===== config.mk =====
export PLATFORM = sky130hd
export DESIGN_NAME = cmpp_div_step
export DESIGN_NICKNAME = d
export VERILOG_FILES = /design/src/design/cmpp_pkg.sv /design/src/design/cmpp_div_step.sv
export VERILOG_INCLUDE_DIRS = /design/src /design/src/design
export SDC_FILE = /design/constraint.sdc
export NUM_CORES = 1
export LEC_CHECK = 0
export ABC_AREA = 1
export BUFFER_PORTS_ARGS = -buffer_cell sky130_fd_sc_hd__buf_2
export CORE_MARGIN = 2
export CORE_UTILIZATION = 47
export DETAILED_ROUTE_END_ITERATION = 10
export PLACE_DENSITY = 0.75
export SLEW_MARGIN = 20
export SYNTH_ARGS = -nofsm -noshare
export SYNTH_HDL_FRONTEND = slang
export SYNTH_SLANG_ARGS = --single-unit

===== constraint.sdc =====
create_clock -name clock -period 14.25 [get_ports clock]
set_input_delay 4.275 -clock clock [delete_from_list [all_inputs] [get_ports clock]]
set_output_delay 4.275 -clock clock [all_outputs]
set_load 0.005 [all_outputs]

===== src/design/cube_map_point_projection_defines.svh =====
// Assertion macros shared by the cube map projection RTL.
// Needs a clock named clock and an active-high reset named reset in scope.
`ifndef CUBE_MAP_POINT_PROJECTION_DEFINES_SVH
`define CUBE_MAP_POINT_PROJECTION_DEFINES_SVH

// Same-cycle implication
`define CMPP_ASSERT_NOW(label, ante, cons) \
   label: assert property (@(posedge clock) disable iff (reset) (ante) |-> (cons)) \
      else $error("cmpp: same-cycle check failed");

// Next-cycle implication
`define CMPP_ASSERT_NEXT(label, ante, cons) \
   label: assert property (@(posedge clock) disable iff (reset) (ante) |=> (cons)) \
      else $error("cmpp: next-cycle check failed");

`endif


===== src/design/cmpp_pkg.sv =====
// Shared types, widths and helpers for the cube map projection pipeline.
// No dependencies.
`default_nettype none

package cmpp_pkg;

   localparam int COORD_W   = 32;
   localparam int MAG_W     = 31;
   localparam int MAP_W     = 17;
   localparam int SUM_W     = 35;   // signed width holding up to 8*m
   localparam int NUMER_W   = 34;   // unsigned un/vn, at most 8*m
   localparam int NUM_W     = 50;   // shifted dividend
   localparam int DIV_W     = 33;   // divisor and remainder
   localparam int QUO_W     = 18;   // quotient, twice the Q0.16 result
   localparam int DIV_STEPS = QUO_W;
   localparam int U_SHIFT   = 14;   // 2*65536/8
   localparam int V_SHIFT   = 16;   // 2*65536/6 over divisor 3m

   localparam logic [MAP_W-1:0] MAP_ONE = MAP_W'(65536);

   typedef struct packed {
      logic signed [COORD_W-1:0] coord_x;
      logic signed [COORD_W-1:0] coord_y;
      logic signed [COORD_W-1:0] coord_z;
   } req_word_type;

   typedef struct packed {
      logic [MAP_W-1:0] map_u;
      logic [MAP_W-1:0] map_v;
      logic [MAG_W-1:0] major_mag;
      logic             zero_point;
   } rsp_word_type;

   typedef enum logic [5:0] {
      FACE_PX = 6'b000001,
      FACE_PY = 6'b000010,
      FACE_PZ = 6'b000100,
      FACE_NX = 6'b001000,
      FACE_NY = 6'b010000,
      FACE_NZ = 6'b100000
   } face_type;

   typedef struct packed {
      logic signed [COORD_W-1:0] x;
      logic signed [COORD_W-1:0] y;
      logic signed [COORD_W-1:0] z;
      logic [MAG_W-1:0]          mag;
      face_type                  face;
      logic                      zero;
   } class_word_type;

   typedef struct packed {
      logic [DIV_W-1:0] rem;
      logic [QUO_W-1:0] lq;    // dividend low bits shifting out, quotient in
      logic [DIV_W-1:0] dsr;
   } lane_type;

   typedef struct packed {
      lane_type         lane_u;
      lane_type         lane_v;
      logic [MAG_W-1:0] mag;
      logic             zero;
   } div_word_type;

   // Pull the most negative code in by one so the magnitude fits 31 bits
   function automatic logic signed [COORD_W-1:0] sat_coord(logic signed [COORD_W-1:0] c);
      logic signed [COORD_W-1:0] r;
      r = c;
      if (c == {1'b1, {(COORD_W-1){1'b0}}}) begin
         r = {1'b1, {(COORD_W-2){1'b0}}, 1'b1};
      end
      return r;
   endfunction

   function automatic logic [MAG_W-1:0] abs_coord(logic signed [COORD_W-1:0] c);
      logic [COORD_W-1:0] r;
      r = c[COORD_W-1] ? COORD_W'(-c) : COORD_W'(c);
      return r[MAG_W-1:0];
   endfunction

endpackage

`default_nettype wire


===== src/design/cmpp_div_step.sv =====
// One restoring division step for both lanes: one quotient bit per stage.
// Uses cmpp_pkg and the assertion macros.
`default_nettype none
`include "cube_map_point_projection_defines.svh"

module cmpp_div_step (
   input  wire                    clock,
   input  wire                    reset,
   input  wire                    in_valid,
   output logic                   in_ready,
   input  cmpp_pkg::div_word_type in_word,
   output logic                   out_valid,
   input  wire                    out_ready,
   output cmpp_pkg::div_word_type out_word
);
   import cmpp_pkg::*;

   logic         valid_ff;
   div_word_type word_ff;
   div_word_type word_in;

   function automatic lane_type step_lane(lane_type l);
      logic [DIV_W:0] t;
      logic [DIV_W:0] d;
      logic [DIV_W:0] diff;
      logic           ge;
      lane_type       r;
      t    = {l.rem, l.lq[QUO_W-1]};
      d    = {1'b0, l.dsr};
      diff = t - d;
      ge   = t >= d;
      r.rem = ge ? diff[DIV_W-1:0] : t[DIV_W-1:0];
      r.lq  = {l.lq[QUO_W-2:0], ge};
      r.dsr = l.dsr;
      return r;
   endfunction

   assign in_ready  = !valid_ff || out_ready;
   assign out_valid = valid_ff;
   assign out_word  = word_ff;

   // Shift in the next dividend bit, subtract when it fits
   always_comb begin
      word_in.lane_u = step_lane(in_word.lane_u);
      word_in.lane_v = step_lane(in_word.lane_v);
      word_in.mag    = in_word.mag;
      word_in.zero   = in_word.zero;
   end

   always_ff @(posedge clock) begin
      if (reset) begin
         valid_ff <= 1'b0;
      end else if (in_ready) begin
         valid_ff <= in_valid;
      end
   end

   always_ff @(posedge clock) begin
      if (in_ready && in_valid) begin
         word_ff <= word_in;
      end
   end

   // Partial remainder stays below the divisor
   `CMPP_ASSERT_NOW(a_rem_below_dsr, valid_ff && !word_ff.zero,
                    (word_ff.lane_u.rem < word_ff.lane_u.dsr) &&
                    (word_ff.lane_v.rem < word_ff.lane_v.dsr))

endmodule

`default_nettype wire


# Yosys cells after proc, flatten, opt, wreduce, memory -nomap -nowiden
# Cells that the tools add are included.
dict set report word_totals {
  register_bits 201
  output_inout_bits 202
  elab_cells 18
}
dict set report classes {
  mux 2
  reduce_logical 3
  n_lt_le_gt_ge 2
  addsub 2
}
# cell n
set op_table {}
lappend op_table {{34-bit by 33-bit >= comparator with 1-bit output} 2}
lappend op_table {{33-bit 2-to-1 mux} 2}
lappend op_table {{33-bit subtractor} 2}
lappend op_table {{1-bit logical AND} 1}
lappend op_table {{1-bit logical NOT} 1}
lappend op_table {{1-bit logical OR} 1}

# Logic depth before layout (Yosys ltp)
dict set report logic_depth {
  word_depth 3
  mapped_depth 15
}

# Least setup slack after synthesis
# Ideal clock, no wire load.
dict set report synth_timing {
  path_type {input -> register}
  start {input in_valid}
  end {register word_ff, in the netlist out_word[0] (enable)}
  setup_time_ps 826
  path_buffers 0
  slack_ps -494
  stages 2
  t_arrival_ps 13918
  required_ps 13424
  path_cell_list {inv_1 > a21oi_1}
}
dict set report synth_via {
  elab_chain_cells 1
}
# element line
set synth_rtl {}
lappend synth_rtl {{start: declaration} cmpp_div_step.sv:9} ;# input wire in_valid,
lappend synth_rtl {{1-bit logical AND} cmpp_div_step.sv:59} ;# if (in_ready && in_valid) begin
lappend synth_rtl {{end signal: assignment} cmpp_div_step.sv:60} ;# word_ff <= word_in;
lappend synth_rtl {{end: declaration} cmpp_div_step.sv:19} ;# div_word_type word_ff;
# Every way passes these cells.
# A chain may end at the register's enable or synchronous reset.

# Worst setup path in the final report
dict set report layout_timing {
  start {input out_ready}
  end {output in_ready}
}
dict set report layout_via {
  elab_chain_cells 1
}
# element line
set layout_rtl {}
lappend layout_rtl {{start: declaration} cmpp_div_step.sv:13} ;# input wire out_ready,
lappend layout_rtl {{1-bit logical OR} cmpp_div_step.sv:38} ;# assign in_ready = !valid_ff || out_ready;
lappend layout_rtl {{end: declaration} cmpp_div_step.sv:10} ;# output logic in_ready,
# Every way passes these cells.

==> impl_metrics.ini <==
[hold_path]
min_path_type = reg -> reg
holdPathEnd = out_valid$_SDFFE_PP0N_
whs_path_depth = 2
min_from = out_valid$_SDFFE_PP0N_

[clock_network]
clk_pin_slew_ns = 0.06
cts_made_buffers = 23
cts_sinks = 201
cts_htree_levels = 1
cts_tree = built
cts-root-buf = clkbuf_16
post_cts_buffers = 0
clkLatencyLatePin_ns = 0.53
cts_resized = 0
hold_buffers = 0
clockBufferDepth = 3

[critical_path]
r2r_cells = 3
critPathBufInv = 3
r2r_end = out_word[110]$_DFFE_PP_
crit_required_ns = 9.97
arrival_ns = 4.72
crit_slowest_cell = buf_2
r2r_setup_slack_ns = 11.73
startpoint_type = input pin
crit_path_end_kind = output pin
crit_type = in -> out
path_cells = buf_2, inv_1, nand2_1, buf_2
path_depth = 4
worst_path_dominant_cell_family = buffers and inverters
cpMostUsedCell = buf_2
critical_path.max_stage_delay_ns = 0.14
reg2reg_from = out_valid$_SDFFE_PP0N_
crit_fanout = 2

[logic_synthesis]
ys_seq_area_frac = 0.4747
avgSynthCellArea_um2 = 8.127
yosysWarnings = 0
synth_seq_cells = 201
synth.distinct_cells = 32
synth_top_family_by_area = simple AND/OR/NAND/NOR gates
synth_top_area_share = 0.4731
synth_compound_area_frac = 0.02070
synth_common_cells = nand2_1, inv_1, edfxtp_1
synthArstFlopShare = 0
synth_area_leaders = edfxtp_1, nand2_1, inv_1
synth_area_um2 = 12690
synthSimpleGateAreaFrac = 0.3108
synth-main-ff-cell = edfxtp_1
synth-edff-count = 200
syn-instance-count = 1562
yosysMostFrequentCell = nand2_1
syn-num-nets = 1834
synth_mux_area_frac = 0
synth_fa_ha_area_frac = 0.06820
synth_top_cell_by_area = edfxtp_1
synthXorXnorAreaFrac = 0.01932

[detailed_routing]
vias = 11500
wl_um = 36810
wl_per_cell_um = 15.74
drt_iter0_drc = 832
firstDrtPassIters = 5
drtAntennaViolNets = 0
routed_via_density = 4.920
drcViolationCount = 0

[run_status]
status = finished clean

[global_route]
grt_antenna_before_repair = 7
grt_pass1_wl_um = 56600
track_usage = 0.2529
grt_max_degree = 83
grt_pass1_vias = 11010
grt.overflow.total = 0

[pwr]
p_int_uw = 1210
irDropWorstVdd_uv = 95.59
power_density_nw_per_um2 = 108.5
clockPowerShare = 0.355
switching_power_uw = 504.9
p_leak_uw = 0.008457
switching_share = 0.2944
pwr-share-comb = 0.222
seqPwrFrac = 0.423

[timing]
rsz0062_at_grt = no
finalCriticalPeriod_ns = 8.993
drv_slew = 0
fin_crit_sh = 0.6311
clock-skew-final_ns = 0.01705
relSlewSlack = 0.3037
finalSetupTns_ns = 0
tightest_slew_ns = 1.044
fmaxAchievable_mhz = 111.2
setup_violations = 0
hold_viol = 0

[placed_design]
dpl.hpwl_um = 29290
gp_congestion = 0.9433
place_area_um2 = 15030
port_buffers = 405

[die]
dieArea_um2 = 28340
ios = 406
die_h_um = 168.3
die_w_um = 168.3
coreArea_um2 = 26730
start_util = 0.4750
fp-row-count = 60

[flow_run]
cap_violations = 0

[layout]
final_net_count = 2249
drive_gt1_frac = 0.2593
syn2layout_area_growth_pct = 24.56
final_area_um2 = 15810
-- placed cells by master (no fill, tap or decap) --
cell type / instances
nand2_1: 582
buf_2: 405
inv_1: 316
edfxtp_1: 200
nand3_1: 104
nor2_1: 73
ha_1: 66
a21oi_1: 40
nand3_2: 32
xor2_1: 26
nand3b_1: 23
clkbuf_16: 23
and2_1: 15
nor3_1: 13
nor2_2: 9
nand2_2: 7
nor3_2: 5
or2_2: 5
clkinvlp_4: 5
nor2_4: 4
a21o_1: 4
nand4_1: 4
diode_2: 3
clkinv_1: 3
bufinv_16: 3
clkinv_2: 3
buf_4: 3
inv_2: 2
nand2_4: 2
a21oi_2: 2
nand2_8: 2
xnor2_1: 2
o21ai_0: 2
fa_1: 2
inv_6: 2
a21oi_4: 1
inv_16: 1
clkinv_4: 1
clkbuf_1: 1
dfxtp_1: 1
-- worst reg2reg max path, cell delays in order, from the launching register on --
cell,delay [ns]
dfxtp_1,0.35
a21oi_4,0.15
buf_4,0.61
buf_4,0.94
-- worst max path at each step --
stage | startpoint | endpoint | slack, ns
finish | out_ready | in_ready | 5.26
CTS | out_ready | in_ready | 5.27
detailed placement | out_ready | in_ready | 5.27
global route | out_ready | in_ready | 5.23
floorplan | out_ready | out_word[0]$_DFFE_PP_ | 3.64
global placement | out_ready | in_ready | 5.27
-- power by group through the flow --
stage / Sequential, µW / Combinational (µW) / Clock [µW]
4_1_cts: 726 / 380 / 621
5_1_grt: 729 / 428 / 645
6_report: 726 / 381 / 608
2_1_floorplan: 750 / 230 / 0
3_5_place_dp: 738 / 378 / 0
3_3_place_gp: 737 / 371 / 0
-- metrics by stage --
step / total power, µW / utilization / setup slack [ns] / hold slack, ns / instances
final: 1715 / 0.5917 / 5.257 / 0.5742 / 2338
after global routing: 1802 / 0.5916 / 5.231 / 0.5945 / 2337
after CTS: 1728 / 0.5914 / 5.269 / 0.5703 / 2335
after detailed placement: 1116 / 0.5622 / 5.270 / 0.5620 / 2293
after global placement: 1107 / 0.5622 / 5.266 / 0.5569 / 2293
after floorplan: 980.0 / - / 3.636 / 0.5196 / 1562
-- kinds of logic after synthesis --
group,after synthesis
AOI/OAI and AO/OA,49
and+or+nand+nor,880
xor gates and xnor gates,28
buffers and inverters,336
DFF,201
adders and majority gates,68
-- sequential cells by signal, indices dropped and copies added, names as in the netlist --
name and count:
out_word 200, out_valid 1
-- metal layers --
metal	track usage	vias up	share of wire	wire (µm)
met1	0.3245	5192	0.41	14950
met3	0.04819	81	0.084	3108
met2	0.4326	464	0.48	17520
met4	0.08096	8	0.032	1181
met5	0	-	0.0012	46
li1	-	5758	-	-
-- area by class of cell --
| type | instances | area, µm² |
|---|---|---|
| Antenna cell | 3 | 7.507 |
| Clock buffer | 24 | 579.3 |
| Clock inverter | 18 | 200.2 |
| Fill cell | 2461 | 10910 |
| Inverter | 318 | 1194 |
| Multi-Input combinational cell | 1025 | 5330 |
| Sequential cell | 201 | 6026 |
| Tap cell | 341 | 426.7 |
| Timing Repair Buffer | 408 | 2049 |
Note: power is estimated with default switching activity, not from simulation.
