==> src/design/cube_map_point_projection_defines.svh <==
// Assertion macros shared by the cube map projection RTL.
// Needs a clock named clock and an active-high reset named reset in scope.
`ifndef CUBE_MAP_POINT_PROJECTION_DEFINES_SVH
`define CUBE_MAP_POINT_PROJECTION_DEFINES_SVH

// Same-cycle implication
`define CMPP_ASSERT_NOW(label, ante, cons) \
   label: assert property (@(posedge clock) disable iff (reset) (ante) |-> (cons)) \
      else $error("cmpp: same-cycle check failed");

// Next-cycle implication
`define CMPP_ASSERT_NEXT(label, ante, cons) \
   label: assert property (@(posedge clock) disable iff (reset) (ante) |=> (cons)) \
      else $error("cmpp: next-cycle check failed");

`endif

==> src/design/cmpp_pkg.sv <==
// Shared types, widths and helpers for the cube map projection pipeline.
// No dependencies.
`default_nettype none

package cmpp_pkg;

   localparam int COORD_W   = 32;
   localparam int MAG_W     = 31;
   localparam int MAP_W     = 17;
   localparam int SUM_W     = 35;   // signed width holding up to 8*m
   localparam int NUMER_W   = 34;   // unsigned un/vn, at most 8*m
   localparam int NUM_W     = 50;   // shifted dividend
   localparam int DIV_W     = 33;   // divisor and remainder
   localparam int QUO_W     = 18;   // quotient, twice the Q0.16 result
   localparam int DIV_STEPS = QUO_W;
   localparam int U_SHIFT   = 14;   // 2*65536/8
   localparam int V_SHIFT   = 16;   // 2*65536/6 over divisor 3m

   localparam logic [MAP_W-1:0] MAP_ONE = MAP_W'(65536);

   typedef struct packed {
      logic signed [COORD_W-1:0] coord_x;
      logic signed [COORD_W-1:0] coord_y;
      logic signed [COORD_W-1:0] coord_z;
   } req_word_type;

   typedef struct packed {
      logic [MAP_W-1:0] map_u;
      logic [MAP_W-1:0] map_v;
      logic [MAG_W-1:0] major_mag;
      logic             zero_point;
   } rsp_word_type;

   typedef enum logic [5:0] {
      FACE_PX = 6'b000001,
      FACE_PY = 6'b000010,
      FACE_PZ = 6'b000100,
      FACE_NX = 6'b001000,
      FACE_NY = 6'b010000,
      FACE_NZ = 6'b100000
   } face_type;

   typedef struct packed {
      logic signed [COORD_W-1:0] x;
      logic signed [COORD_W-1:0] y;
      logic signed [COORD_W-1:0] z;
      logic [MAG_W-1:0]          mag;
      face_type                  face;
      logic                      zero;
   } class_word_type;

   typedef struct packed {
      logic [DIV_W-1:0] rem;
      logic [QUO_W-1:0] lq;    // dividend low bits shifting out, quotient in
      logic [DIV_W-1:0] dsr;
   } lane_type;

   typedef struct packed {
      lane_type         lane_u;
      lane_type         lane_v;
      logic [MAG_W-1:0] mag;
      logic             zero;
   } div_word_type;

   // Pull the most negative code in by one so the magnitude fits 31 bits
   function automatic logic signed [COORD_W-1:0] sat_coord(logic signed [COORD_W-1:0] c);
      logic signed [COORD_W-1:0] r;
      r = c;
      if (c == {1'b1, {(COORD_W-1){1'b0}}}) begin
         r = {1'b1, {(COORD_W-2){1'b0}}, 1'b1};
      end
      return r;
   endfunction

   function automatic logic [MAG_W-1:0] abs_coord(logic signed [COORD_W-1:0] c);
      logic [COORD_W-1:0] r;
      r = c[COORD_W-1] ? COORD_W'(-c) : COORD_W'(c);
      return r[MAG_W-1:0];
   endfunction

endpackage

`default_nettype wire

==> src/design/cmpp_numer.sv <==
// Stage 2: per-face numerators and divisors, loaded into the divider lanes.
// Uses cmpp_pkg.
`default_nettype none

module cmpp_numer (
   input  wire                      clock,
   input  wire                      reset,
   input  wire                      in_valid,
   output logic                     in_ready,
   input  cmpp_pkg::class_word_type in_word,
   output logic                     out_valid,
   input  wire                      out_ready,
   output cmpp_pkg::div_word_type   out_word
);
   import cmpp_pkg::*;

   logic                    valid_ff;
   div_word_type            word_ff;
   div_word_type            word_in;
   logic signed [SUM_W-1:0] m1, m3, m5, m7, xe, ye, ze, un, vn;
   logic [NUM_W-1:0]        num_u, num_v;

   assign in_ready  = !valid_ff || out_ready;
   assign out_valid = valid_ff;
   assign out_word  = word_ff;

   // Multiples of m and the signed minor coordinates
   always_comb begin
      m1 = SUM_W'({1'b0, in_word.mag});
      m3 = m1 + (m1 <<< 1);
      m5 = m1 + (m1 <<< 2);
      m7 = (m1 <<< 3) - m1;
      xe = SUM_W'(in_word.x);
      ye = SUM_W'(in_word.y);
      ze = SUM_W'(in_word.z);
   end

   // Face formulas; both numerators land in [0, 8m]
   always_comb begin
      case (in_word.face)
         FACE_PX: begin un = m5 - ze; vn = m3 + ye; end
         FACE_PY: begin un = m3 + xe; vn = m5 - ze; end
         FACE_PZ: begin un = m3 + xe; vn = m3 + ye; end
         FACE_NX: begin un = m1 + ze; vn = m3 + ye; end
         FACE_NY: begin un = m3 + xe; vn = m1 + ze; end
         FACE_NZ: begin un = m7 - xe; vn = m3 + ye; end
         default: begin un = m7 - xe; vn = m3 + ye; end
      endcase
   end

   // u: 2^14*un / m, v: 2^16*vn / 3m, each giving twice the Q0.16 result
   always_comb begin
      num_u = NUM_W'({un[NUMER_W-1:0], {U_SHIFT{1'b0}}});
      num_v = NUM_W'({vn[NUMER_W-1:0], {V_SHIFT{1'b0}}});
      word_in.lane_u.rem = DIV_W'(num_u[NUM_W-1:QUO_W]);
      word_in.lane_u.lq  = num_u[QUO_W-1:0];
      word_in.lane_u.dsr = DIV_W'(in_word.mag);
      word_in.lane_v.rem = DIV_W'(num_v[NUM_W-1:QUO_W]);
      word_in.lane_v.lq  = num_v[QUO_W-1:0];
      word_in.lane_v.dsr = m3[DIV_W-1:0];
      word_in.mag        = in_word.mag;
      word_in.zero       = in_word.zero;
   end

   always_ff @(posedge clock) begin
      if (reset) begin
         valid_ff <= 1'b0;
      end else if (in_ready) begin
         valid_ff <= in_valid;
      end
   end

   always_ff @(posedge clock) begin
      if (in_ready && in_valid) begin
         word_ff <= word_in;
      end
   end

endmodule

`default_nettype wire

==> config.mk <==
export PLATFORM = sky130hd
export DESIGN_NAME = cmpp_numer
export DESIGN_NICKNAME = d
export VERILOG_FILES = /design/src/design/cube_map_point_projection_defines.svh /design/src/design/cmpp_pkg.sv /design/src/design/cmpp_numer.sv
export SDC_FILE = /design/constraint.sdc
export NUM_CORES = 1
export LEC_CHECK = 0
export BUFFER_PORTS_ARGS = -buffer_cell sky130_fd_sc_hd__buf_2
export CAP_MARGIN = 25
export CORE_ASPECT_RATIO = 0.5
export CORE_UTILIZATION = 60
export CTS_BUF_LIST = sky130_fd_sc_hd__clkbuf_2
export DETAILED_ROUTE_END_ITERATION = 6
export HOLD_SLACK_MARGIN = 0.02
export PLACE_DENSITY = 0.94
export SYNTH_ARGS = -nofsm -noshare
export SYNTH_HDL_FRONTEND = slang
export SYNTH_SLANG_ARGS = --single-unit
==> constraint.sdc <==
create_clock -name clock -period 8.25 [get_ports clock]
set_clock_uncertainty 0.1 [all_clocks]
set_input_delay 0.825 -clock clock [delete_from_list [all_inputs] [get_ports clock]]
set_output_delay 0.825 -clock clock [all_outputs]
set_load 0.1 [all_outputs]
After elaboration in Yosys (flattened, before gate mapping):

Index checks and enable logic that the tools add are counted.
W data, S select, Z words.

* equality and inequality tests: 5
* muxes and demuxes: 2
* add/subtract/negate cells: 8
* reductions and logical operators: 4

Operators by type and width (number)
* $pmux W34 S3: 1
* $add A34 B32 Y34: 2
* $pmux W34 S2: 1
* $sub A34 B32 Y34: 2
* $add A31 B33 Y34: 1
* $sub A34 B31 Y34: 1
* $add A31 B32 Y33: 1
* $add A32 B32 Y33: 1
* $eq A6 B1 Y1 const B: 1
* $eq A6 B2 Y1 const B: 1
* $eq A6 B3 Y1 const B: 1
* $eq A6 B4 Y1 const B: 1
* $eq A6 B5 Y1 const B: 1
* $reduce_or A3 Y1: 1
* $logic_and A1 B1 Y1: 1
* $logic_not A1 Y1: 1
* $logic_or A1 B1 Y1: 1

* bits of input ports: 138
* output and inout bits: 202
* word-level logic and storage cells: 27
* bits in registers: 134

Depth between registers and ports, before layout:

* depth after elaboration: 3
* depth in mapped cells: 22
* mapped depth without buffers: 22

Worst setup path before layout:

No wires, ideal clock.

* kind: input to register
* start point: in out_ready
* end point: reg word_ff, in the netlist out_word[0] (enable)
* library setup time: 0.506 ns
* arrival: 4.770 ns
* data required time: 7.644 ns
* buffers on the path: 0
* cell stages on the path: 2
* setup slack: 2.874 ns
* cells stage by stage: nand2b_1 and2_1

* word-level cells in the longest chain between the ends: 2

RTL lines
* start, declared: line cmpp_numer.sv:12 `input wire out_ready,`
* $logic_or A1 B1 Y1: line cmpp_numer.sv:23 `assign in_ready = !valid_ff || out_ready;`
* $logic_and A1 B1 Y1: line cmpp_numer.sv:74 `if (in_ready && in_valid) begin`
* end signal, assigned: line cmpp_numer.sv:75 `word_ff <= word_in;`
* end, declared: line cmpp_numer.sv:18 `div_word_type word_ff;`

No other way between the ends.
A chain may end at the register's enable or synchronous reset.

Final worst setup path:

* start point: in in_word[8] (netlist name)
* end point: reg word_ff, in the netlist out_word[188] (data pin)

* word-level cells in the longest chain between the ends: 3
* elaborated cells between the ends (all ways): 8
* classes of those cells: 7 x add/sub; 1 x mux

RTL lines
* start, declared: line cmpp_numer.sv:10 `input cmpp_pkg::class_word_type in_word,`
* $add A31 B32 Y33: line cmpp_numer.sv:30 `m3 = m1 + (m1 <<< 1);`
* via m3[15]: line cmpp_numer.sv:20 `logic signed [SUM_W-1:0] m1, m3, m5, m7, xe, ye, ze, un, vn;`
* $add A34 B32 Y34: line cmpp_numer.sv:42, cmpp_numer.sv:43, cmpp_numer.sv:45
* $pmux W34 S3: line cmpp_numer.sv:40 `case (in_word.face)`
* via un[25]: line cmpp_numer.sv:20

The timed path passes the listed nets, and every way through them passes these cells.

==> results.ini <==
[status]
status=finished clean

[floorplan]
die_area_um2=28900
die_w_um=239
ios=340
initial_core_util_pct=61.0
die_h_um=121
rows=43
coreArea_um2=27700

[detailed_routing]
wl_mm=54.5
detail-route-antenna-nets=0
vias=16488
drc=0
via_per_inst=6.37
firstDrtPassIters=7
wl_per_cell_um=21.1
drt_iter0_markers=2362

[yosys]
synth_area_leaders=edfxtp_1, ha_1, fa_1
synth_area_um2=16900
yosys_warnings=0
ys_ff_latch=133
synth_top_cell_by_area=edfxtp_1
synthFlopType=edfxtp_1
avgSynthCellArea_um2=8.81
synthArstFlopShare_pct=0
syn_inst=1919
seq_area_frac_synth_pct=23.6
ys_types=80
synth_edf_count=132
yosysTopAreaCellShare_pct=23.4

[sta]
post-route-period-util_pct=68.5
maxSlewHeadroom_pct=28.8
worstMarginPinSlew_ps=1070
finalSetupViolCount=0
layout_min_cycle_time_ps=5650
slew_violations=0
rsz0062_at_grt=no
fmax_mhz=177
setup_ws_ps=2600
hold_viol_final=0
setup_tns_ps=0

[setup_path]
worstRegToRegCells=3
crit_path_max_fanout=9
cp.arrival_ps=6240
required_ps=8840
end_kind=flop
crit_path_start=in_word[8]
r2r_start=out_valid$_SDFFE_PP0N_
path_class=primary input to flop
start_kind=primary input

[global_routing]
grtUsageTotal_pct=37.4
grt_antenna_before_repair=5
grt_pass1_vias=14851
grt_pass1_wl_mm=81.8
grt.overflow.total=0
grt_max_degree=74

[clock_tree]
clk_path_buf_depth=2
path_clk_slew_ps=230
cts_buffers=17
htreeDepth=4
cts_tree=yes
cts_setup_buffers=0
cts_sinks=133
clk_latency_ps=890
clockRootBuffer=clkbuf_2

[finish]
layout_common_cells=buf_2, ha_1, inv_1
num-fill-cells=2266
fin_nets=2591
area_growth_pct=11.3
drive_gt1_share_pct=17.5
multiInputGateArea_um2=11700
mostFrequentLayoutCell=buf_2
seqCellArea_um2=3980

[power]
power_density_nw_per_um2=245
peakVddDrop_uv=160
total_leakage_power_nw=8.80

[placed_design]
place_congestion=1.02
portBuffers=303
dpl_worst_slack_ps=1850
dpl.hpwl_mm=43.5

[hold_path]
whs_path_depth=3
min_from=in_valid
min_path_type=primary input to flop

[flow_run]
maxCapViolCount=0

## kinds of logic after synthesis
family                   Yosys count  synth area share [%]
AO/OA/AOI/OAI                    641                  25.0
AND/OR/NAND/NOR                  418                  12.2
buffers and inverters            290                  7.96
adder cells (fa/ha/maj)          265                  22.4
XOR/XNOR                         166                  8.60
flip-flops                       133                  23.6
multiplexers                       5                 0.303
other                              1                0.0222
## per-layer routing
metal	part of all wire, %	up-vias	GRT usage [%]	routed length, µm
met3	11	251	8.77	5890
li1	-	7524	-	-
met5	0	-	0	0
met4	6.5	0	22.6	3520
met1	39	7615	48.7	21400
met2	44	1098	56.8	23700
## repair_timing
item,4_1_cts,5_1_grt
gates resized for setup,0,0
endpoints found under the hold margin,2,0
hold buffers,2,0
## critical path, cell delays in order
cell and delay [ps]:
buf_2 220, ha_1 220, inv_1 60, fa_1 410, nor2b_1 120, o21ai_0 90
nand2b_1 190, a31oi_1 220, o221ai_1 370, a21o_1 170, a21oi_1 70, xnor2_1 390
ha_1 360, and3_1 210, a221o_1 360, a21o_1 190, or3_1 310, a31oi_1 360
nor3_2 110, o31ai_2 450, mux2i_1 240, nor2_1 50, a211o_1 230
## flip-flops by register name, summed over array words and instances, names as in the netlist
register and count:
out_word 132, out_valid 1
## power breakdown
group | leakage, nW | internal (mW) | switching (mW) | total, mW
Combinational | 7.35 | 0.905 | 2.28 | 3.18
Sequential | 1.29 | 0.919 | 0.0392 | 0.958
Clock | 0.159 | 0.174 | 0.288 | 0.462
Total | 8.80 | 2.00 | 2.61 | 4.60
## cell usage after synthesis (15+ instances only)
| library cell | n |
|---|---|
| xor2_1 | 54 |
| nor2b_1 | 20 |
| a22oi_1 | 16 |
| fa_1 | 63 |
| a211oi_1 | 16 |
| ha_1 | 202 |
| a21o_1 | 73 |
| o21bai_1 | 18 |
| o211ai_1 | 20 |
| nand2_1 | 110 |
| o22ai_1 | 19 |
| o21ai_0 | 98 |
| o221ai_1 | 23 |
| and3_1 | 21 |
| o21ai_1 | 16 |
| nand2b_1 | 31 |
| nand4_1 | 18 |
| o31ai_1 | 15 |
| nor2_1 | 103 |
| o21a_1 | 26 |
| nand3_1 | 34 |
| clkbuf_1 | 33 |
| a31oi_1 | 25 |
| inv_1 | 187 |
| buf_4 | 68 |
| a21oi_1 | 183 |
| edfxtp_1 | 132 |
| nor3_1 | 26 |
| xnor2_1 | 112 |
## through the flow
step / hold WS (ps) / utilization, % / std cells / area (µm²) / power [mW]
floorplan: 794 / - / 1954 / 17000 / 3.45
global route: 31.6 / 67.9 / 2588 / 18800 / 4.81
finish: 37.0 / 67.9 / 2588 / 18800 / 4.60
detailed placement: 410 / 66.7 / 2547 / 18500 / 4.06
CTS: 37.7 / 67.7 / 2581 / 18800 / 4.52
global placement: 394 / 66.7 / 2547 / 18500 / 4.02
## area by class of cell
class                   count  area share, %
multi-input cells        1531           62.3
flip-flops and latches    133           21.2
repair buffers            318           8.83
inverters                 187           3.73
well taps                 382           2.54
clock inverters            12          0.811
clock buffers              20          0.532
diodes                      5         0.0665
## path summary, 6_finish.rpt
kind / end / slack, ps
worst max register to register: out_word[124]$_DFFE_PP_ / 5640
worst min-delay path: out_valid$_SDFFE_PP0N_ / 40
worst max-delay path: out_word[188]$_DFFE_PP_ / 2600
worst min register to register: out_valid$_SDFFE_PP0N_ / 430
(Power assumes the default switching activity.)
