$ cat src/design/cube_map_point_projection_defines.svh
// Assertion macros shared by the cube map projection RTL.
// Needs a clock named clock and an active-high reset named reset in scope.
`ifndef CUBE_MAP_POINT_PROJECTION_DEFINES_SVH
`define CUBE_MAP_POINT_PROJECTION_DEFINES_SVH

// Same-cycle implication
`define CMPP_ASSERT_NOW(label, ante, cons) \
   label: assert property (@(posedge clock) disable iff (reset) (ante) |-> (cons)) \
      else $error("cmpp: same-cycle check failed");

// Next-cycle implication
`define CMPP_ASSERT_NEXT(label, ante, cons) \
   label: assert property (@(posedge clock) disable iff (reset) (ante) |=> (cons)) \
      else $error("cmpp: next-cycle check failed");

`endif

$ cat src/design/cmpp_pkg.sv
// Shared types, widths and helpers for the cube map projection pipeline.
// No dependencies.
`default_nettype none

package cmpp_pkg;

   localparam int COORD_W   = 32;
   localparam int MAG_W     = 31;
   localparam int MAP_W     = 17;
   localparam int SUM_W     = 35;   // signed width holding up to 8*m
   localparam int NUMER_W   = 34;   // unsigned un/vn, at most 8*m
   localparam int NUM_W     = 50;   // shifted dividend
   localparam int DIV_W     = 33;   // divisor and remainder
   localparam int QUO_W     = 18;   // quotient, twice the Q0.16 result
   localparam int DIV_STEPS = QUO_W;
   localparam int U_SHIFT   = 14;   // 2*65536/8
   localparam int V_SHIFT   = 16;   // 2*65536/6 over divisor 3m

   localparam logic [MAP_W-1:0] MAP_ONE = MAP_W'(65536);

   typedef struct packed {
      logic signed [COORD_W-1:0] coord_x;
      logic signed [COORD_W-1:0] coord_y;
      logic signed [COORD_W-1:0] coord_z;
   } req_word_type;

   typedef struct packed {
      logic [MAP_W-1:0] map_u;
      logic [MAP_W-1:0] map_v;
      logic [MAG_W-1:0] major_mag;
      logic             zero_point;
   } rsp_word_type;

   typedef enum logic [5:0] {
      FACE_PX = 6'b000001,
      FACE_PY = 6'b000010,
      FACE_PZ = 6'b000100,
      FACE_NX = 6'b001000,
      FACE_NY = 6'b010000,
      FACE_NZ = 6'b100000
   } face_type;

   typedef struct packed {
      logic signed [COORD_W-1:0] x;
      logic signed [COORD_W-1:0] y;
      logic signed [COORD_W-1:0] z;
      logic [MAG_W-1:0]          mag;
      face_type                  face;
      logic                      zero;
   } class_word_type;

   typedef struct packed {
      logic [DIV_W-1:0] rem;
      logic [QUO_W-1:0] lq;    // dividend low bits shifting out, quotient in
      logic [DIV_W-1:0] dsr;
   } lane_type;

   typedef struct packed {
      lane_type         lane_u;
      lane_type         lane_v;
      logic [MAG_W-1:0] mag;
      logic             zero;
   } div_word_type;

   // Pull the most negative code in by one so the magnitude fits 31 bits
   function automatic logic signed [COORD_W-1:0] sat_coord(logic signed [COORD_W-1:0] c);
      logic signed [COORD_W-1:0] r;
      r = c;
      if (c == {1'b1, {(COORD_W-1){1'b0}}}) begin
         r = {1'b1, {(COORD_W-2){1'b0}}, 1'b1};
      end
      return r;
   endfunction

   function automatic logic [MAG_W-1:0] abs_coord(logic signed [COORD_W-1:0] c);
      logic [COORD_W-1:0] r;
      r = c[COORD_W-1] ? COORD_W'(-c) : COORD_W'(c);
      return r[MAG_W-1:0];
   endfunction

endpackage

`default_nettype wire

$ cat src/design/cmpp_round.sv
// Last stage: round the doubled quotients to nearest and register the result.
// Uses cmpp_pkg and the assertion macros.
`default_nettype none
`include "cube_map_point_projection_defines.svh"

module cmpp_round (
   input  wire                    clock,
   input  wire                    reset,
   input  wire                    in_valid,
   output logic                   in_ready,
   input  cmpp_pkg::div_word_type in_word,
   output logic                   out_valid,
   input  wire                    out_ready,
   output cmpp_pkg::rsp_word_type out_word
);
   import cmpp_pkg::*;

   logic             valid_ff;
   rsp_word_type     word_ff;
   rsp_word_type     word_in;
   logic [QUO_W-1:0] su, sv;

   assign in_ready  = !valid_ff || out_ready;
   assign out_valid = valid_ff;
   assign out_word  = word_ff;

   // (q + 1) / 2 gives round to nearest, ties up
   always_comb begin
      su = in_word.lane_u.lq + QUO_W'(1);
      sv = in_word.lane_v.lq + QUO_W'(1);
      word_in.zero_point = in_word.zero;
      if (in_word.zero) begin
         word_in.map_u     = '0;
         word_in.map_v     = '0;
         word_in.major_mag = '0;
      end else begin
         word_in.map_u     = su[QUO_W-1:1];
         word_in.map_v     = sv[QUO_W-1:1];
         word_in.major_mag = in_word.mag;
      end
   end

   always_ff @(posedge clock) begin
      if (reset) begin
         valid_ff <= 1'b0;
      end else if (in_ready) begin
         valid_ff <= in_valid;
      end
   end

   always_ff @(posedge clock) begin
      if (in_ready && in_valid) begin
         word_ff <= word_in;
      end
   end

   `CMPP_ASSERT_NOW(a_origin_zeroed, valid_ff && word_ff.zero_point,
                    (word_ff.map_u == '0) && (word_ff.map_v == '0) && (word_ff.major_mag == '0))
   `CMPP_ASSERT_NOW(a_map_in_range, valid_ff && !word_ff.zero_point,
                    (word_ff.map_u <= MAP_ONE) && (word_ff.map_v <= MAP_ONE))
   `CMPP_ASSERT_NEXT(a_held_when_stalled, valid_ff && !out_ready,
                     valid_ff && (word_ff == $past(word_ff)))

endmodule

`default_nettype wire

$ cat config.mk
export PLATFORM = sky130hd
export DESIGN_NAME = cmpp_round
export DESIGN_NICKNAME = d
export VERILOG_FILES = /design/src/design/cmpp_pkg.sv /design/src/design/cmpp_round.sv
export VERILOG_INCLUDE_DIRS = /design/src /design/src/design
export SDC_FILE = /design/constraint.sdc
export NUM_CORES = 1
export LEC_CHECK = 0
export BUFFER_PORTS_ARGS = -buffer_cell sky130_fd_sc_hd__clkbuf_2
export CAP_MARGIN = 20
export CORE_AREA = 2 2 107 109
export CTS_CLUSTER_DIAMETER = 30
export DETAILED_ROUTE_END_ITERATION = 6
export DIE_AREA = 0 0 109 111
export MAX_ROUTING_LAYER = met4
export PLACE_DENSITY = 0.6
export SYNTH_ARGS = -nofsm -noshare
export SYNTH_HDL_FRONTEND = slang
export SYNTH_SLANG_ARGS = --single-unit
$ cat constraint.sdc
create_clock -name clock -period 7.4 [get_ports clock]
set_input_delay 0.74 -clock clock [delete_from_list [all_inputs] [get_ports clock]]
set_output_delay 0.74 -clock clock [all_outputs]
set_load 0.05 [all_outputs]
Yosys cells after proc, flatten, opt, wreduce, memory -nomap -nowiden
Index checks and enable logic that the tools add are counted.
- add/sub/neg operators: 2
- reductions and logical operators: 3
- operator list (cell ; number):
    $add 18x1->18 const B ; 2
    $logic_and 1x1->1 ; 1
    $logic_not 1->1 ; 1
    $logic_or 1x1->1 ; 1
- logic and storage cells: 10
- register bits after elaboration: 67
- input bits: 204

Logic depth before layout (Yosys ltp)
Gate-level depths: netlist of run 1.
- depth after elaboration: 3
- gate-level depth with buffers: 5

Least setup slack after synthesis of run 1
No wires, ideal clock.
- kind: input to register
- start: input out_ready
- end: register word_ff, in the netlist out_word[0], enable pin
- path buffers: 0
- setup time: 0.431 ns
- stages: 2
- slack: 4.134 ns
- data arrival time: 2.835 ns
- data required time: 6.969 ns
- path through: nand2b_1 and2_1
- word-level cells in the longest chain between the ends: 2
- ends and longest elaborated chain (element ; line ; source):
    start, declared ; cmpp_round.sv:13 ; input wire out_ready,
    $logic_or 1x1->1 ; cmpp_round.sv:23 ; assign in_ready = !valid_ff || out_ready;
    $logic_and 1x1->1 ; cmpp_round.sv:52 ; if (in_ready && in_valid) begin
    end signal, assigned ; cmpp_round.sv:53 ; word_ff <= word_in;
    end, declared ; cmpp_round.sv:19 ; rsp_word_type word_ff;
Every way passes these cells.
A chain may end at the register's enable or synchronous reset.

==> impl_metrics.json, run 1 <==
{
  "outcome": "completed",
  "hold_buffers": 0,
  "finalCritPeriodShare_pct": 27.9,
  "yosysUniqueCellTypes": 29,
  "worst_pin_slew_ns": 0.847,
  "fin_crit_ns": 2.06,
  "synth.net_count": 449,
  "pre_cts_ws_ns": 4.93,
  "final_nets": 593,
  "worstHoldPathType": "reg -> reg",
  "syn_inst": 243,
  "grt_max_degree": 67,
  "num-fill-cells": 1091,
  "cp.required_ns": 7.48,
  "routed_via_density": 4.43,
  "hold_end": "out_valid",
  "synthFlopType": "edfxtp_1",
  "start_util_pct": 27.7,
  "slew_headroom_pct": 43.5,
  "multiInputGateArea_um2": 998,
  "synth_edf_count": 66,
  "rsz0062_at_grt": "no",
  "setup_slack_ns": 5.34,
  "worst-r2r-setup-slack_ns": 5.78,
  "finish.utilization_pct": 38.0,
  "final-setup-viol-count": 0,
  "ant_nets": 0,
  "crit_path_end_kind": "register",
  "syn_area_per_cell_um2": 12.6,
  "irDropWorstVdd_mv": 0.131,
  "skew_ns": 0.00473,
  "gr-total-overflow": 0,
  "yosysMostFrequentCell": "edfxtp_1",
  "critPathMaxStageDelay_ns": 0.48,
  "slowest_stage": "clkbuf_2",
  "clk_pin_slew_ns": 0.05,
  "antenna_found_initial": 0,
  "area_delta_synth_final_pct": 37.1,
  "fp-row-count": 39,
  "synth_seq_cells": 67,
  "setup_tns_ns": 0,
  "rr_startpoint": "out_valid",
  "cts_setup_buffers": 0,
  "p_leak_nw": 1.74,
  "cts_resized": 0,
  "design.die.area_um2": 12100,
  "drt-total-wl_um": 7050,
  "hold_depth": 2,
  "dr.first_iter.drc_count": 124,
  "first_pass_iters": 4,
  "cts_htree_levels": 3,
  "drcViolationCount": 0,
  "die_w_um": 109,
  "fmax_ghz": 0.485,
  "cts_sinks": 67,
  "path_cells": "clkbuf_2 > buf_4 > nand2b_1 > a21oi_1 > a31o_2",
  "ff2ff_path_depth": 3,
  "numPortBuffers": 139,
  "grt_pass1_vias": 2317,
  "place_congestion": 0.813,
  "synth_top_cells_by_area": "edfxtp_1 65%, nor2b_1 7.1%, xnor2_1 5.4%, nor2_1 3.9%, nand3_1 1.8%",
  "worst_r2r_endpoint": "out_word[27]",
  "synth_area_um2": 3070,
  "hold_viol": 0,
  "cts_tree": "yes",
  "power_density_nw_per_um2": 249,
  "grtUsageTotal_pct": 12.5,
  "drv_slew": 0,
  "ys_async_sr_fraction_pct": 0,
  "critPathLaunchType": "primary input",
  "cts_root_buf": "clkbuf_16",
  "worstSetupPathType": "in -> reg",
  "netlist_top_cells_count": "66 x edfxtp_1, 35 x nor2b_1, 32 x nor2_1",
  "num_antenna_cells": 0,
  "worstPathMaxFanout": 39,
  "drv_cap": 0,
  "clkLatencyLatePin_ns": 0.32,
  "whs_ns": 0.525,
  "vias": 2368,
  "yosysTopAreaCell": "edfxtp_1",
  "dp_hpwl_um": 5210,
  "placed_cells": 519,
  "clockBufferDepth": 2,
  "seqCellArea_um2": 2000,
  "core_area_um2": 11100,
  "fin_cells": 535,
  "layout-drive-gt1-share_pct": 42.3,
  "grt_pass1_wl_um": 11100,
  "ys_seq_area_share_pct": 65.3,
  "cts_buffers": 9,
  "ys_warn_count": 0,
  "die_y_um": 111,
  "io_pins": 272,
  "synth_top_area_share_pct": 64.6,
  "hold_path.startpoint": "out_valid",
  "crit_arrival_ns": 2.14,
  "wire_per_inst_um": 13.2
}
area by class of cell:
type | instances | share of cell area [%]
flip-flops and latches | 67 | 47.6
well taps | 143 | 4.25
inverters | 8 | 0.714
multi-input cells | 160 | 23.7
repair buffers | 141 | 16.9
clock inverters | 6 | 1.34
clock buffers | 10 | 5.44
sequential cells by signal, indices dropped and copies added (netlist names):
name       flops
out_valid      1
out_word      66
how the worst max path moves through the flow:
stage	startpoint	endpoint	slack, ns
2_1_floorplan	out_ready	out_word[0]	4.13
3_3_place_gp	in_word[0]	out_word[47]	4.96
3_5_place_dp	in_word[0]	out_word[44]	4.93
4_1_cts	in_word[0]	out_word[44]	5.29
5_1_grt	in_word[0]	out_word[44]	5.15
6_report	in_word[0]	out_word[44]	5.34
cell usage in the layout (no fill, tap or decap), types with 7 or more instances in the layout:
cell / count
nor2_1: 32
nor3_1: 9
inv_1: 8
nand3_1: 11
clkbuf_2: 139
nor2b_1: 35
clkbuf_16: 9
edfxtp_1: 66
xnor2_1: 19
nor4_1: 7
a21oi_1: 7
critical path, delay by kind of cell:
kind	cells	cell delay (ns)
buffers and inverters	2	0.96
AO/OA/AOI/OAI	2	0.26
AND/OR/NAND/NOR	1	0.16
where the power goes:
group	switching, W	total [W]	internal (W)
Clock	0.000153	0.000410	0.000258
Combinational	0.000138	0.000184	0.0000460
Sequential	0.00000649	0.000454	0.000448
kinds of logic after synthesis:
logic type                 share of synthesized area [%]
and+or+nand+nor                                     21.6
DFF                                                 65.3
xor gates and xnor gates                            6.85
buffers and inverters                               2.20
AOI/OAI and AO/OA                                   2.49
muxes                                              0.734
adders and majority gates                          0.816
per-layer routing:
metal | part of all wire (%) | vias to the layer above | track usage [%] | routed length [um]
met3 | 9.9 | 9 | 4.76 | 698
met1 | 44 | 1096 | 15.6 | 3070
met5 | 0 | - | - | 0
met2 | 45 | 106 | 18.6 | 3190
li1 | - | 1157 | - | -
met4 | 1.3 | 0 | 4.36 | 94
metrics by stage:
stage | area [um^2] | total power [W]
2_1_floorplan | 3070 | 0.000589
3_3_place_gp | 3920 | 0.000645
3_5_place_dp | 3920 | 0.000648
4_1_cts | 4210 | 0.00106
5_1_grt | 4210 | 0.00109
6_report | 4210 | 0.00105
Power figures use the tool's default switching activity.
==> run 2: changes to the inputs <==
Settings changed: ABC_AREA from default to 1, CORE_AREA 2 2 107 109 to 2 2 106 108, DIE_AREA 0 0 109 111 to 0 0 108 110, PLACE_DENSITY 0.6 to 0.65.
Clock period 7.4 ns to 1.74 ns, I/O delays scaled along.
==> run 2 against run 1 <==
Non-clock buffer count grew 2. Combinational power rose to 4.5 times the previous value. Synthesized area grew 6.2%. Critical path depth decreased by 3. Sequential cell count unchanged. Utilization up 2.8 points. Worst setup slack worse by 4.8 ns. Clock power rose to 3.3 times the previous value. Power rose to 3.9 times the previous value. Final cell count up 20%. Register-to-register slack worse by 5.3 ns. Clock skew about the same.
==> impl_metrics.json, run 2 <==
{
  "outcome": "completed",
  "finish.utilization_pct": 40.8,
  "path_cells": "nand2_1 > clkbuf_2",
  "crit_arrival_ns": 1.05,
  "die_y_um": 110,
  "start_util_pct": 30.4,
  "switchingPower_w": 0.00124,
  "clkLatencyLatePin_ns": 0.35,
  "vias": 2794,
  "p_clk_share_pct": 33.3,
  "slowest_stage": "dfxtp_4",
  "dr.first_iter.drc_count": 149,
  "synth_edf_count": 66,
  "finalCritPeriodShare_pct": 70.5,
  "yosysMostFrequentCell": "nor2_1",
  "grt_max_degree": 67,
  "antenna_found_initial": 0,
  "cts_setup_buffers": 0,
  "cts_buffers": 9,
  "drv_slew": 0,
  "drcViolationCount": 0,
  "cts_htree_levels": 3,
  "clockBufferDepth": 2,
  "critPathMaxStageDelay_ns": 0.36,
  "crit_path_end_kind": "output pin",
  "gr-total-overflow": 0,
  "p_leak_nw": 2.12,
  "core_area_um2": 10700,
  "worst_pin_slew_ns": 0.474,
  "place_congestion": 0.804,
  "synth_top_area_share_pct": 60.9,
  "fin_crit_ns": 1.23,
  "clk_pin_slew_ns": 0.07,
  "synth_seq_cells": 67,
  "cp.required_ns": 1.57,
  "yosysUniqueCellTypes": 22,
  "critical_path_depth": 2,
  "worstPathMaxFanout": 3,
  "drv_cap": 0,
  "critPathLaunchType": "register",
  "largest_register_ffs": 66,
  "final-setup-viol-count": 0,
  "grt_pass1_wl_um": 12500,
  "hold_viol": 0,
  "skew_ns": 0.00509,
  "total_power_w": 0.00412,
  "power_density_nw_per_um2": 945,
  "syn_inst": 351,
  "fp-row-count": 38,
  "syn_area_per_cell_um2": 9.28,
  "synth_top_cells_by_area": "edfxtp_1 61%, nor2_1 8.4%, inv_1 8.0%, nand2_1 5.8%, a21oi_1 3.8%",
  "synth_area_um2": 3260,
  "p_seq_share_pct": 46.8,
  "io_pins": 272,
  "cts_root_buf": "clkbuf_8",
  "cts_tree": "yes",
  "comb_power_share_pct": 19.9,
  "worstSetupPathType": "reg -> out",
  "design.die.area_um2": 11900,
  "ys_async_sr_fraction_pct": 0,
  "cp_num_buf_inv": 1,
  "drt-total-wl_um": 8310,
  "irDropWorstVdd_mv": 0.421,
  "synth.net_count": 557,
  "first_pass_iters": 6,
  "die_w_um": 108,
  "slew_headroom_pct": 68.3,
  "ant_nets": 0,
  "wire_per_inst_um": 12.9,
  "fmax_ghz": 0.815,
  "final_nets": 704,
  "area_delta_synth_final_pct": 34.0,
  "num_antenna_cells": 0,
  "intPower_w": 0.00288,
  "routed_via_density": 4.35,
  "synthFlopType": "edfxtp_1",
  "p_sw_share_pct": 30.2,
  "numPortBuffers": 139,
  "final_common_cell": "clkbuf_2",
  "worstHoldPathType": "in -> reg",
  "hold_depth": 3,
  "final_cell_mix": "139 x clkbuf_2, 73 x nor2_1, 69 x inv_1, 66 x edfxtp_1, 50 x nand2_1",
  "ys_warn_count": 0,
  "cp_top_family": "flip-flops",
  "netlist_top_cells_count": "73 x nor2_1, 69 x inv_1, 66 x edfxtp_1",
  "grt_pass1_vias": 2549,
  "ff2ff_path_depth": 2,
  "layout-drive-gt1-share_pct": 34.0,
  "cts_sinks": 67,
  "dp_hpwl_um": 6130,
  "grtUsageTotal_pct": 14.7,
  "yosysTopAreaCell": "edfxtp_1",
  "ys_seq_area_share_pct": 61.5,
  "rsz0062_at_grt": "no"
}
==> run 2: worst register-to-register path: stages, from the launching register on <==
cell     delay [ns]
dfxtp_4        0.36
a21oi_4        0.14
buf_12         0.33
==> run 2: repair_timing <==
item / 4_1_cts / 5_1_grt
hold buffers: 1 / 0
endpoints found under the hold margin: 1 / 0
gates resized for setup: 0 / 0
==> run 2: logic make-up after synthesis <==
logic type / Yosys count / synth area share (%)
AOI/OAI and AO/OA: 42 / 6.84
xor gates and xnor gates: 3 / 0.807
adders and majority gates: 2 / 0.769
buffers and inverters: 77 / 8.99
DFF: 67 / 61.5
and+or+nand+nor: 160 / 21.1
==> run 2: final timing paths <==
kind,startpoint,end,slack [ns]
min,in_valid,out_valid,0.10
max reg2reg,out_valid,out_word[36],0.53
max,out_valid,in_ready,0.51
min reg2reg,out_valid,out_valid,0.52
==> run 2: routing by layer <==
metal	share of wire, %	global-route usage, %	vias up
li1	-	-	1419
met1	45	18.4	1225
met2	41	19.8	138
met3	13	7.11	12
met4	1.9	6.87	0
met5	0	-	-
==> run 2: power by group through the flow <==
stage / Sequential, W / Combinational (W) / Clock [W]
3_5_place_dp: 0.00196 / 0.000821 / 0
6_report: 0.00193 / 0.000820 / 0.00137
4_1_cts: 0.00193 / 0.000828 / 0.00142
3_3_place_gp: 0.00196 / 0.000819 / 0
2_1_floorplan: 0.00233 / 0.000185 / 0
5_1_grt: 0.00194 / 0.000884 / 0.00149
==> run 2: layout make-up <==
class | count | area (um^2)
Fill cell | 1081 | 6330
Sequential cell | 67 | 2010
Multi-Input combinational cell | 207 | 972
Timing Repair Buffer | 143 | 741
Inverter | 70 | 263
Tap cell | 140 | 175
Clock buffer | 9 | 124
Clock inverter | 7 | 82.6
==> run 2: metrics by stage <==
stage	cell area [um^2]	setup WS, ns	TNS (ns)	hold slack (ns)	std cells
after floorplan	3270	-0.227	-15.01	0.233	351
after global placement	4150	0.304	0	0.319	626
after detailed placement	4150	0.277	0	0.327	626
after CTS	4360	0.486	0	0.0875	643
after global routing	4360	0.463	0	0.0968	643
final	4360	0.514	0	0.104	643
